[src/rtl/sapc_pkg.sv]
package sapc_pkg;

  typedef enum logic [1:0] {
    MODE_LOAD     = 2'd0,
    MODE_CLAMP    = 2'd1,
    MODE_TO_PULSE = 2'd2,
    MODE_TO_ANGLE = 2'd3
  } mode_t;

  typedef enum logic [3:0] {
    ST_IDLE,
    ST_READ,
    ST_MUL,
    ST_WIN,
    ST_CLAMP,
    ST_START,
    ST_DIV,
    ST_SUM,
    ST_DONE
  } state_t;

  typedef struct packed {
    logic        [11:0] center;
    logic               reversed;
    logic        [17:0] step;
    logic signed [15:0] lower;
    logic signed [15:0] upper;
  } entry_t;

  localparam logic [11:0]        FALLBACK_CENTER = 12'd135;
  localparam logic [17:0]        FALLBACK_STEP   = 18'd18301;
  localparam logic signed [15:0] FALLBACK_LIMIT  = 16'sd12868;

  localparam entry_t FALLBACK_ENTRY = '{
    center:   FALLBACK_CENTER,
    reversed: 1'b0,
    step:     FALLBACK_STEP,
    lower:    -FALLBACK_LIMIT,
    upper:    FALLBACK_LIMIT
  };

  // Degrees to radians for sixteenths of a degree, Q16 scaled to a Q12 result.
  localparam logic signed [19:0] MARGIN_SCALE = 20'sd292818;

  localparam int DIV_NUM_W = 25;
  localparam int DIV_DEN_W = 19;

endpackage

[src/rtl/sapc_ram.sv]
module sapc_ram #(
  parameter int WIDTH = 8,
  parameter int DEPTH = 16
) (
  input  logic                                   clk,
  input  logic                                   we,
  input  logic [((DEPTH > 1) ? $clog2(DEPTH) : 1)-1:0] waddr,
  input  logic [WIDTH-1:0]                       wdata,
  input  logic                                   re,
  input  logic [((DEPTH > 1) ? $clog2(DEPTH) : 1)-1:0] raddr,
  output logic [WIDTH-1:0]                       rdata
);

  logic [WIDTH-1:0] mem [DEPTH];

  always_ff @(posedge clk) begin
    if (we) begin
      mem[waddr] <= wdata;
    end
    if (re) begin
      rdata <= mem[raddr];
    end
  end

endmodule

[src/rtl/sapc_div.sv]
module sapc_div #(
  parameter int NUM_W = 25,
  parameter int DEN_W = 19
) (
  input  logic             clk,
  input  logic             rst,
  input  logic             start,
  input  logic [NUM_W-1:0] num,
  input  logic [DEN_W-1:0] den,
  output logic             done,
  output logic [NUM_W-1:0] quo
);

  localparam int CNT_W = $clog2(NUM_W + 1);

  logic             busy;
  logic [CNT_W-1:0] count;
  logic [DEN_W-1:0] rem;
  logic [DEN_W-1:0] den_r;
  logic [DEN_W:0]   rem_sh;
  logic [DEN_W:0]   diff;

  assign rem_sh = {rem, quo[NUM_W-1]};
  assign diff   = rem_sh - {1'b0, den_r};

  always_ff @(posedge clk) begin
    if (rst) begin
      busy  <= 1'b0;
      done  <= 1'b0;
      count <= '0;
    end else begin
      done <= 1'b0;
      if (start) begin
        busy  <= 1'b1;
        count <= CNT_W'(NUM_W);
      end else if (busy) begin
        count <= count - 1'b1;
        if (count == CNT_W'(1)) begin
          busy <= 1'b0;
          done <= 1'b1;
        end
      end
    end
  end

  always_ff @(posedge clk) begin
    if (start) begin
      rem   <= '0;
      quo   <= num;
      den_r <= den;
    end else if (busy) begin
      if (!diff[DEN_W]) begin
        rem <= diff[DEN_W-1:0];
        quo <= {quo[NUM_W-2:0], 1'b1};
      end else begin
        rem <= rem_sh[DEN_W-1:0];
        quo <= {quo[NUM_W-2:0], 1'b0};
      end
    end
  end

endmodule

[src/rtl/servo_angle_pwm_converter.sv]
// Servo angle and pulse converter with a calibration table of CHANNELS entries.
// Input channel: in_valid/in_ready with mode, channel and the operand fields.
// Mode 0 writes one table entry, mode 1 clamps an angle into the limits narrowed
// by a margin, mode 2 converts an angle to a pulse, mode 3 a pulse to an angle.
// Output channel: out_valid/out_ready with exactly one result item per input item.
// The block works on one item at a time and drops in_ready while it does.
// From acceptance, a load or a channel outside the table goes straight to ST_DONE;
// modes 1 and 3 pass ST_READ, ST_MUL, ST_WIN and ST_CLAMP first, and mode 2 adds
// ST_START, ST_DIV and ST_SUM, where a restoring divider yields one quotient bit
// per cycle over 25 bits.
// A finished result sits in the output register; the next item is accepted while
// it waits, and that item's result is held internally until the receiver takes
// the previous one.
// Reset empties the pipeline and marks every table entry as holding the fallback
// calibration (center 135, forward direction, one degree per step, limits of
// plus and minus pi); no clearing pass is needed.
module servo_angle_pwm_converter import sapc_pkg::*; #(
  parameter int CHANNELS = 16
) (
  input  logic               clk,
  input  logic               rst,
  input  logic               in_valid,
  output logic               in_ready,
  input  logic [1:0]         mode,
  input  logic [7:0]         channel,
  input  logic signed [15:0] angle_in,
  input  logic [11:0]        pulse_in,
  input  logic [11:0]        margin,
  input  logic [11:0]        load_center,
  input  logic               load_reversed,
  input  logic [17:0]        load_step,
  input  logic signed [15:0] load_lower,
  input  logic signed [15:0] load_upper,
  output logic               out_valid,
  input  logic               out_ready,
  output logic signed [15:0] angle_out,
  output logic [11:0]        pulse_out,
  output logic               channel_valid,
  output logic               saturated
);

  localparam int IDX_W = (CHANNELS > 1) ? $clog2(CHANNELS) : 1;

  state_t state, state_next;

  logic             accept;
  logic             ch_ok;
  logic [IDX_W-1:0] idx;
  logic             ram_we;
  logic             div_start;
  logic             div_done;
  logic [DIV_NUM_W-1:0] div_quo;
  logic [DIV_NUM_W-1:0] div_num;
  logic [DIV_DEN_W-1:0] div_den;
  logic             out_load;

  logic [CHANNELS-1:0] written;
  logic [$bits(entry_t)-1:0] ram_rdata;
  entry_t           load_entry;
  entry_t           sel;

  mode_t              mode_r;
  logic signed [15:0] angle_r;
  logic [11:0]        pulse_r;
  logic [11:0]        margin_r;
  logic               hit_r;

  logic [11:0]        e_center;
  logic               e_rev;
  logic [17:0]        e_step;
  logic signed [15:0] e_lo;
  logic signed [15:0] e_hi;

  logic signed [12:0] mul_a;
  logic signed [19:0] mul_b;
  logic signed [32:0] mul_p;
  logic signed [31:0] prod;

  logic [31:0]        m_sum;
  logic [14:0]        m;
  logic signed [17:0] wlo_c;
  logic signed [17:0] whi_c;
  logic signed [15:0] wlo;
  logic signed [15:0] whi;

  logic [31:0]        p_mag;
  logic [31:0]        r_sum;
  logic [22:0]        r;
  logic signed [23:0] a_r;
  logic signed [15:0] a_clamped;
  logic signed [15:0] c_val;
  logic signed [15:0] c_r;
  logic [15:0]        c_mag;
  logic               q_neg;

  logic signed [25:0] q_s;
  logic signed [25:0] p_s;

  logic signed [15:0] res_angle;
  logic [11:0]        res_pulse;
  logic               res_valid;
  logic               res_sat;

  assign accept   = in_valid && in_ready;
  assign ch_ok    = {1'b0, channel} < 9'(CHANNELS);
  assign idx      = channel[IDX_W-1:0];
  assign ram_we   = accept && (mode_t'(mode) == MODE_LOAD) && ch_ok;
  assign out_load = (state == ST_DONE) && (!out_valid || out_ready);

  assign load_entry = '{
    center:   load_center,
    reversed: load_reversed,
    step:     load_step,
    lower:    load_lower,
    upper:    load_upper
  };

  sapc_ram #(
    .WIDTH ($bits(entry_t)),
    .DEPTH (CHANNELS)
  ) u_table (
    .clk   (clk),
    .we    (ram_we),
    .waddr (idx),
    .wdata (load_entry),
    .re    (accept),
    .raddr (idx),
    .rdata (ram_rdata)
  );

  sapc_div #(
    .NUM_W (DIV_NUM_W),
    .DEN_W (DIV_DEN_W)
  ) u_div (
    .clk   (clk),
    .rst   (rst),
    .start (div_start),
    .num   (div_num),
    .den   (div_den),
    .done  (div_done),
    .quo   (div_quo)
  );

  always_ff @(posedge clk) begin
    if (rst) begin
      state <= ST_IDLE;
    end else begin
      state <= state_next;
    end
  end

  always_comb begin
    state_next = state;
    in_ready   = 1'b0;
    div_start  = 1'b0;
    unique case (state)
      ST_IDLE: begin
        in_ready = 1'b1;
        if (in_valid) begin
          if ((mode_t'(mode) == MODE_LOAD) || !ch_ok) begin
            state_next = ST_DONE;
          end else begin
            state_next = ST_READ;
          end
        end
      end
      ST_READ:  state_next = ST_MUL;
      ST_MUL:   state_next = ST_WIN;
      ST_WIN:   state_next = ST_CLAMP;
      ST_CLAMP: begin
        if (mode_r == MODE_TO_PULSE) begin
          state_next = ST_START;
        end else begin
          state_next = ST_DONE;
        end
      end
      ST_START: begin
        div_start  = 1'b1;
        state_next = ST_DIV;
      end
      ST_DIV: begin
        if (div_done) begin
          state_next = ST_SUM;
        end
      end
      ST_SUM:   state_next = ST_DONE;
      ST_DONE: begin
        if (!out_valid || out_ready) begin
          state_next = ST_IDLE;
        end
      end
      default:  state_next = ST_IDLE;
    endcase
  end

  always_ff @(posedge clk) begin
    if (rst) begin
      written <= '0;
    end else if (ram_we) begin
      written[idx] <= 1'b1;
    end
  end

  assign sel = hit_r ? entry_t'(ram_rdata) : FALLBACK_ENTRY;

  assign mul_a = (mode_r == MODE_TO_ANGLE) ?
                 $signed({1'b0, pulse_r}) - $signed({1'b0, e_center}) :
                 $signed({1'b0, margin_r});
  assign mul_b = (mode_r == MODE_TO_ANGLE) ? $signed({2'b00, e_step}) : MARGIN_SCALE;
  assign mul_p = mul_a * mul_b;

  assign m_sum = prod + 32'd32768;
  assign m     = m_sum[30:16];
  assign wlo_c = {{2{e_lo[15]}}, e_lo} + $signed({3'b000, m});
  assign whi_c = {{2{e_hi[15]}}, e_hi} - $signed({3'b000, m});

  assign p_mag = prod[31] ? 32'(-prod) : prod;
  assign r_sum = p_mag + 32'd128;
  assign r     = r_sum[30:8];

  always_comb begin
    if (angle_r < wlo) begin
      c_val = wlo;
    end else if (angle_r > whi) begin
      c_val = whi;
    end else begin
      c_val = angle_r;
    end
    if (a_r < $signed({{8{e_lo[15]}}, e_lo})) begin
      a_clamped = e_lo;
    end else if (a_r > $signed({{8{e_hi[15]}}, e_hi})) begin
      a_clamped = e_hi;
    end else begin
      a_clamped = a_r[15:0];
    end
  end

  assign c_mag   = c_r[15] ? 16'(-c_r) : c_r;
  assign div_num = {c_mag, 9'b0} + DIV_NUM_W'(e_step);
  assign div_den = {e_step, 1'b0};

  assign q_s = q_neg ? -$signed({1'b0, div_quo}) : $signed({1'b0, div_quo});
  assign p_s = q_s + $signed({14'b0, e_center});

  always_ff @(posedge clk) begin
    unique case (state)
      ST_IDLE: begin
        if (accept) begin
          mode_r    <= mode_t'(mode);
          angle_r   <= angle_in;
          pulse_r   <= pulse_in;
          margin_r  <= margin;
          hit_r     <= written[idx];
          res_valid <= ch_ok;
          res_sat   <= 1'b0;
          res_angle <= ((mode_t'(mode) == MODE_CLAMP) && !ch_ok) ? angle_in : 16'sd0;
          res_pulse <= ((mode_t'(mode) == MODE_TO_PULSE) && !ch_ok) ?
                       FALLBACK_CENTER : 12'd0;
        end
      end
      ST_READ: begin
        e_center <= sel.center;
        e_rev    <= sel.reversed;
        e_step   <= (sel.step == 18'd0) ? 18'd1 : sel.step;
        e_lo     <= (sel.lower < sel.upper) ? sel.lower : sel.upper;
        e_hi     <= (sel.lower < sel.upper) ? sel.upper : sel.lower;
      end
      ST_MUL: begin
        prod <= mul_p[31:0];
      end
      ST_WIN: begin
        if (wlo_c > whi_c) begin
          wlo <= e_lo;
          whi <= e_hi;
        end else begin
          wlo <= wlo_c[15:0];
          whi <= whi_c[15:0];
        end
        a_r <= (prod[31] ^ e_rev) ? -$signed({1'b0, r}) : $signed({1'b0, r});
      end
      ST_CLAMP: begin
        c_r <= c_val;
        if (mode_r == MODE_CLAMP) begin
          res_angle <= c_val;
        end else if (mode_r == MODE_TO_ANGLE) begin
          res_angle <= a_clamped;
        end
      end
      ST_START: begin
        q_neg <= c_r[15] ^ e_rev;
      end
      ST_SUM: begin
        if (p_s < 26'sd0) begin
          res_pulse <= 12'd0;
          res_sat   <= 1'b1;
        end else if (p_s > 26'sd4095) begin
          res_pulse <= 12'd4095;
          res_sat   <= 1'b1;
        end else begin
          res_pulse <= p_s[11:0];
        end
      end
      default: begin
      end
    endcase
  end

  always_ff @(posedge clk) begin
    if (rst) begin
      out_valid <= 1'b0;
    end else if (out_load) begin
      out_valid <= 1'b1;
    end else if (out_ready) begin
      out_valid <= 1'b0;
    end
  end

  always_ff @(posedge clk) begin
    if (out_load) begin
      angle_out     <= res_angle;
      pulse_out     <= res_pulse;
      channel_valid <= res_valid;
      saturated     <= res_sat;
    end
  end

  a_busy_after_accept: assert property (@(posedge clk) disable iff (rst)
    accept |=> !in_ready)
    else $error("input accepted again while an item is in flight");

  a_div_done_in_wait: assert property (@(posedge clk) disable iff (rst)
    div_done |-> (state == ST_DIV))
    else $error("divider finished outside its wait state");

  a_sat_at_rail: assert property (@(posedge clk) disable iff (rst)
    (out_valid && saturated) |-> ((pulse_out == 12'd0) || (pulse_out == 12'd4095)))
    else $error("saturated pulse is not at a rail");

  a_invalid_no_sat: assert property (@(posedge clk) disable iff (rst)
    (out_valid && !channel_valid) |-> !saturated)
    else $error("saturation flagged for a channel outside the table");

  a_result_held: assert property (@(posedge clk) disable iff (rst)
    (state == ST_DONE && out_valid && !out_ready) |=> (state == ST_DONE))
    else $error("result left the holding state while the output stalled");

endmodule

[config.mk]
export PLATFORM = sky130hd
export DESIGN_NAME = servo_angle_pwm_converter
export DESIGN_NICKNAME = d
export VERILOG_FILES = /design/src/rtl/sapc_pkg.sv /design/src/rtl/sapc_ram.sv /design/src/rtl/sapc_div.sv /design/src/rtl/servo_angle_pwm_converter.sv
export SDC_FILE = /design/constraint.sdc
export NUM_CORES = 2
export LEC_CHECK = 0
export ABC_AREA = 1
export BUFFER_PORTS_ARGS = -buffer_cell sky130_fd_sc_hd__buf_2
export CORE_AREA = 2 2 533 376
export CTS_CLUSTER_DIAMETER = 150
export CTS_CLUSTER_SIZE = 14
export DETAILED_ROUTE_END_ITERATION = 8
export DIE_AREA = 0 0 535 378
export HOLD_SLACK_MARGIN = 0.12
export PLACE_DENSITY_LB_ADDON = 0.15
export SETUP_SLACK_MARGIN = 0.4
export SYNTH_ARGS = -nofsm -noshare
export SYNTH_HDL_FRONTEND = slang
export SYNTH_HIERARCHICAL = 1
export SYNTH_SLANG_ARGS = --single-unit
[constraint.sdc]
create_clock -name clk -period 11.4 [get_ports clk]
set_input_delay 0.57 -clock clk [delete_from_list [all_inputs] [get_ports clk]]
set_output_delay 0.57 -clock clk [all_outputs]
set_load 0.05 [all_outputs]
### Word-level counts from Yosys, hierarchy flattened

Memory sizes are Yosys's and may differ from the RTL's. A register that Yosys moved wholly into a read port is not among the register bits.
Index checks and enable logic that the tools add are counted.

* bits in registers: 361
* memory bits (writable): 1008
* bits of input ports: 117
* output and inout port bits: 32
* word-level logic and storage cells: 165
* memories: 1

* $add $sub $neg: 13
* multipliers: 1
* order comparisons: 11
* eq/ne operators: 20
* mux-type cells: 55
* bitwise operators: 4
* reduce and logical (&&, ||, !) cells: 25

Memories
* u_table.mem: depth 16, bits a word 63, read ports 1, clocked after Yosys merged registers in 1, write ports 1, line sapc_ram.sv:14 `logic [WIDTH-1:0] mem [DEPTH];`

Operator list (count)
* $mux W16: 13
* $mux W25: 2
* $mux W50: 1
* $mux W19: 2
* $mux W12: 3
* $pmux W4 S9: 1
* $lt A16 B16 Y1: 2
* $mul A13 B20 Y32: 1
* $pmux W16 S2: 1
* $add A31 B16 Y31 const B: 1
* $add A31 B8 Y31 const B: 1
* $mux W31: 1
* $neg A31 Y31: 1
* $add A26 B13 Y26: 1
* $gt A26 B13 Y1 const B: 1
* $lt A26 B1 Y1 const B: 1
* $mux W26: 1
* $neg A25 Y26: 1
* $add A25 B18 Y25: 1
* $gt A24 B16 Y1: 1
* $lt A24 B16 Y1: 1
* $neg A23 Y24: 1
* $pmux W12 S2: 1
* $mux W23: 1
* other kinds (43): 88

### Longest topological paths before layout

* depth in word-level cells: 7
* depth in mapped cells: 40

### Modules after synthesis

Netlist, hierarchy kept.

By module, submodules not included
* sapc_ram: instances 1, cells an instance 4143, area each 45011.9 sq um
* servo_angle_pwm_converter: instances 1, cells an instance 3649, area each 29399.4 sq um
* sapc_div: instances 1, cells an instance 557, area each 4150.2 sq um

### Worst setup path before layout

Ideal clock, no wire load.

* path type: register to register
* from: register state[0]
* to: memory u_table/mem[12][0] in the netlist's numbering, enable pin
* setup time: 0.485 ns
* arrival time: 10.265 ns
* required time: 10.915 ns
* setup slack: 0.650 ns
* stages on the path, launching flop included: 11
* buffers on the path: 1
* period minus slack after synthesis: 10.750 ns
* cell sequence: dfxtp_1 > nor2_1 > inv_1 > nor2_1 > inv_1 > nor2_1 > inv_1 > nor3_2 > clkbuf_1 > nand3_1 > nor2_1

* longest elaborated chain between the ends: 7

RTL lines
* start, declared: line servo_angle_pwm_converter.sv:44 `state_t state, state_next;`
* start signal, assigned: line servo_angle_pwm_converter.sv:148 `state <= state_next;`
* $logic_not A4 Y1: line servo_angle_pwm_converter.sv:156 `unique case (state)`
* $mux W1: line servo_angle_pwm_converter.sv:156
* via in_ready: line servo_angle_pwm_converter.sv:23 `output logic in_ready,`
* $logic_and A1 B1 Y1: line servo_angle_pwm_converter.sv:104 `assign accept = in_valid && in_ready;`
* via accept: line servo_angle_pwm_converter.sv:46 `logic accept;`
* $logic_and A1 B1 Y1 (2 in a row): line servo_angle_pwm_converter.sv:107 `assign ram_we = accept && (mode_t'(mode) == MODE_LOAD) && ch_ok;`
* via ram_we: line servo_angle_pwm_converter.sv:49 `logic ram_we;`
* $mux W1: line sapc_ram.sv:17 `if (we) begin`
* $mux W1 (not written as such): line sapc_ram.sv:18 `mem[waddr] <= wdata;`
* end, declared: line sapc_ram.sv:14

The timed path passes the listed nets, and every way through them passes these cells.

### Worst setup path after layout

* from: register pulse_r[0]
* to: register prod[25], data pin

* longest elaborated chain between the ends: 3

RTL lines
* start, declared: line servo_angle_pwm_converter.sv:64 `logic [11:0] pulse_r;`
* start signal, assigned: line servo_angle_pwm_converter.sv:251 `pulse_r <= pulse_in;`
* $sub A12 B12 Y13: line servo_angle_pwm_converter.sv:207 `$signed({1'b0, pulse_r}) - $signed({1'b0, e_center}) :`
* $mux W13: line servo_angle_pwm_converter.sv:206 `assign mul_a = (mode_r == MODE_TO_ANGLE) ?`
* $mul A13 B20 Y32: line servo_angle_pwm_converter.sv:210 `assign mul_p = mul_a * mul_b;`
* via mul_p[25]: line servo_angle_pwm_converter.sv:76 `logic signed [32:0] mul_p;`
* end signal, assigned: line servo_angle_pwm_converter.sv:269 `prod <= mul_p[31:0];`
* end, declared: line servo_angle_pwm_converter.sv:77 `logic signed [31:0] prod;`

The timed path passes the listed nets, and every way through them passes these cells.
A chain may end at the register's enable or synchronous reset.

==> metrics.md <==
| Metric | Value |
|---|---|
| Outcome | finished, final reports clean |
| Worst R2R End | prod[25] |
| DRT Pass-1 Iters | 7 |
| Setup crit end kind | flip-flop |
| First-pass GRT wire length | 347000 µm |
| Total power | ~15 mW |
| Net load switching power | 5.36 mW |
| Post-CTS resize count | 0 |
| Final non-filler cell total | 11134 |
| Worst path slowest cell | nand3b_1 |
| DRT iter0 DRCs | 5158 |
| Die footprint | 202000 µm² |
| # port buffers | 148 |
| Starting Density | 0.397 |
| Gp weighted congestion | 0.950 |
| GR Overflow Total | 0 |
| Area Growth Syn to Fin | 8.89% |
| Seq pwr share | 0.402 |
| Startpoint types | flip-flop |
| Final Skew | 0.0586 ns |
| Clock sink count | 1433 |
| Max Cap Viol | 0 |
| Final WL | 231000 µm |
| F_max | 117 MHz |
| Placed cell areas | between 80000 and 90000 µm² |
| Skew-Pair Late Insertion Delay | between 0.7 and 0.8 ns |
| CP arrival | 9.03 ns |
| Initial antenna violation count | 26 |
| Tmin final | 8.51 ns |
| FF-to-FF setup slack | 2.89 ns |
| Synth top area share | 0.530 |
| Final TNS setup | 0 ns |
| CTS tree | built |
| P_int | around 10 mW |
| Slew headroom | 0.0803 |
| Hold Path Stages | 1 |
| Syn_nets | 8960 |
| PD cells | 179 nW/µm² |
| Clock-pin slew on the worst setup and hold paths | 0.08 ns |
| Clock Tree Buf Depth | 3 |
| Vias per cell | 5.06 |
| Synth Instances | around 8300 |
| DR vias | around 56000 |
| Crit Path Max Fanout | 15 |
| Sequential area share after synthesis | 0.542 |
| Post-Layout Inst Area | 85500 µm² |
| Critical path type | flip-flop to flip-flop |
| Post-DRT Antenna Nets | 0 |
| R2R depth | 31 |
| Slowest cell delay on critical path | around 0.66 ns |
| Yosys top cell by area | edfxtp_1 |
| Count of final hold-check violations | 0 |
| FF-to-FF Start | pulse_r[0] |
| Hold endpoint | u_table/mem[13][6] |
| Net Sw Frac | 0.349 |
| Finish-stage setup viols | 0 |
| Clock root buffer | clkbuf_16 |
| Clock power frac | 0.242 |
| RSZ-0062 raised after global routing | no |
| Dpl ws | just under 3 ns |
| Post-DR wirelength/cell | roughly 21 µm |
| Worst path required time | 11.92 ns |
| Core Area | 198000 µm² |
| Hold crit path type | input pin to flip-flop |
| Synthesized flop and latch total | roughly 1400 |
| CTS H-tree lvls | 3 |
| Synth area leaders | edfxtp_1 (53%), nand2_1 (11%), inv_1 (6.9%), nand3_1 (6.5%), fa_1 (4.9%) |
| VDD IR max | 449 µV |
| Ratio of cells with drive above 1 in the final layout | 0.0643 |
| Post-DP HPWL | roughly 150000 µm |
| Leak Pwr | around 38 nW |
| Most frequent cell after synthesis | nand2_1 |
| Setup ws final | 2.89 ns |
| GRT Overall Usage | 0.228 |
| FP Rows | 137 |
| CTS Buf Count | 112 |
| Post-synth EDFFs | between 1000 and 1500 |
| Cell variety after synth | 68 |
| Die Span Y | 378 µm |
| DP Cell Count | between 10000 and 15000 |
| Hold path start | load_upper[6] |
| Die Wd | 535 µm |
| Final core occ | 0.433 |
| Setup Buffers After CTS | 0 |
| Mean Syn Cell Area | 9.41 µm² |
| Fin crit share | 0.747 |
| Post-synth top cells | nand2_1 (2398), inv_1 (1439), edfxtp_1 (1386), nand3_1 (1023), nor2_1 (359) |
| Fillers | 18991 |
| IO Pins | 149 |
| Remaining DRCs | 0 |
| Vias in the first global route | 53462 |
| Largest net degree at the start of global routing | 194 |
| Final hold slack | 0.174 ns |
| Netlist Area Pre-Place | approximately 79000 µm² |
| Most used cell along the critical path | fa_1 |
| Combinational group share of total power | 0.357 |
| Tightest Pin Transition | 1.37 ns |
| Asr flop ratio synth | 0 |
| Yosys Warn Count | 6 |
| Nets@finish | 9062 |
| Fin. max-slew vios | 0 |
| Top FF cell, synth | edfxtp_1 |
flip-flops by register name, summed over array words and instances (netlist names), 16 cells and up:
signal         cells
u_div/rem         19
a_r               24
wlo               16
angle_out         16
prod              32
u_table/mem     1008
u_div/quo         25
e_hi              16
e_lo              16
whi               16
angle_r           16
u_div/den_r       19
c_r               16
written           16
e_step            18
u_table/rdata     63
res_angle         16
power groups by stage:
stage	registers, mW	logic, mW	clock network (mW)
after floorplan	6.30	3.93	0
after global placement	6.28	5.43	0
after detailed placement	6.28	5.34	0
after CTS	6.16	5.48	3.81
after global routing	6.17	6.30	3.99
final	6.16	5.47	3.71
layout by cell type (no fill, tap or decap), types with 13 or more instances in the layout:
master         instances
nand2_1             2398
inv_1               1439
edfxtp_1            1386
nand3_1             1023
nor2_1               337
ha_1                 301
a21oi_1              201
fa_1                 193
buf_2                144
o21ai_0              139
clkbuf_16            112
xor2_1               104
buf_4                 79
nand4_1               53
dfxtp_1               47
xnor2_1               46
dlygate4sd3_1         46
nor3_1                38
nor2_4                35
nand2_2               35
nor2_2                34
clkbuf_1              32
or2_2                 25
o211ai_1              21
inv_2                 19
clkinv_1              15
and2_1                15
nand2_4               14
nand3b_1              13
a21o_1                13
worst max path at each step:
| stage | start | endpoint | slack (ns) | depth (start not counted) |
|---|---|---|---|---|
| after floorplan | state[0] | u_table/mem[12][0] | 0.65 | 10 |
| after global placement | pulse_r[0] | prod[25] | 2.94 | 31 |
| after detailed placement | pulse_r[0] | prod[25] | 2.97 | 31 |
| after CTS | pulse_r[0] | prod[25] | 2.93 | 31 |
| after global routing | pulse_r[0] | prod[25] | 2.36 | 31 |
| final | pulse_r[0] | prod[25] | 2.89 | 31 |
routing by layer:
metal  vias up  global-route usage  part of all wire
li1      27122                   -                 -
met1     27322               0.347              0.49
met2      1647               0.338              0.42
met3       259              0.0390             0.070
met4        14              0.0460             0.020
met5         -                   0           0.00039
area by class of cell:
cell class                      count  area (µm²)  area share
Timing Repair Buffer              273        1840      0.0215
Inverter                         1477        5580      0.0652
Sequential cell                  1433       42600       0.498
Clock inverter                      9         183     0.00214
Multi-Input combinational cell   5154       29100       0.341
Tap cell                         2641        3300      0.0386
Antenna cell                        2        5.00   0.0000585
Clock buffer                      145        2940      0.0343
cell families (layout without fill, tap and decap cells):
logic type,after synthesis,in the layout,synth area share
AOI/OAI and AO/OA,451,451,0.0322
xor gates and xnor gates,154,154,0.0176
adders and majority gates,494,494,0.0971
buffers and inverters,1762,1904,0.0896
DFF,1433,1433,0.542
other,1,3,0.0000477
and+or+nand+nor,4054,4054,0.222
worst max-delay path, delay by kind of cell (launching register included):
family / cells / cell delay (ns)
buffers and inverters: 6 / 0.73
xor gates and xnor gates: 1 / 0.17
DFF: 1 / 0.37
adders and majority gates: 9 / 3.88
AOI/OAI and AO/OA: 12 / 2.24
and+or+nand+nor: 3 / 0.88
timing repair:
| item | in CTS | in global routing |
|---|---|---|
| hold endpoints to repair | 59 | 0 |
| endpoints found under the setup margin | 0 | 0 |
| hold buffers | 46 | 0 |
Power figures use the tool's default switching activity.
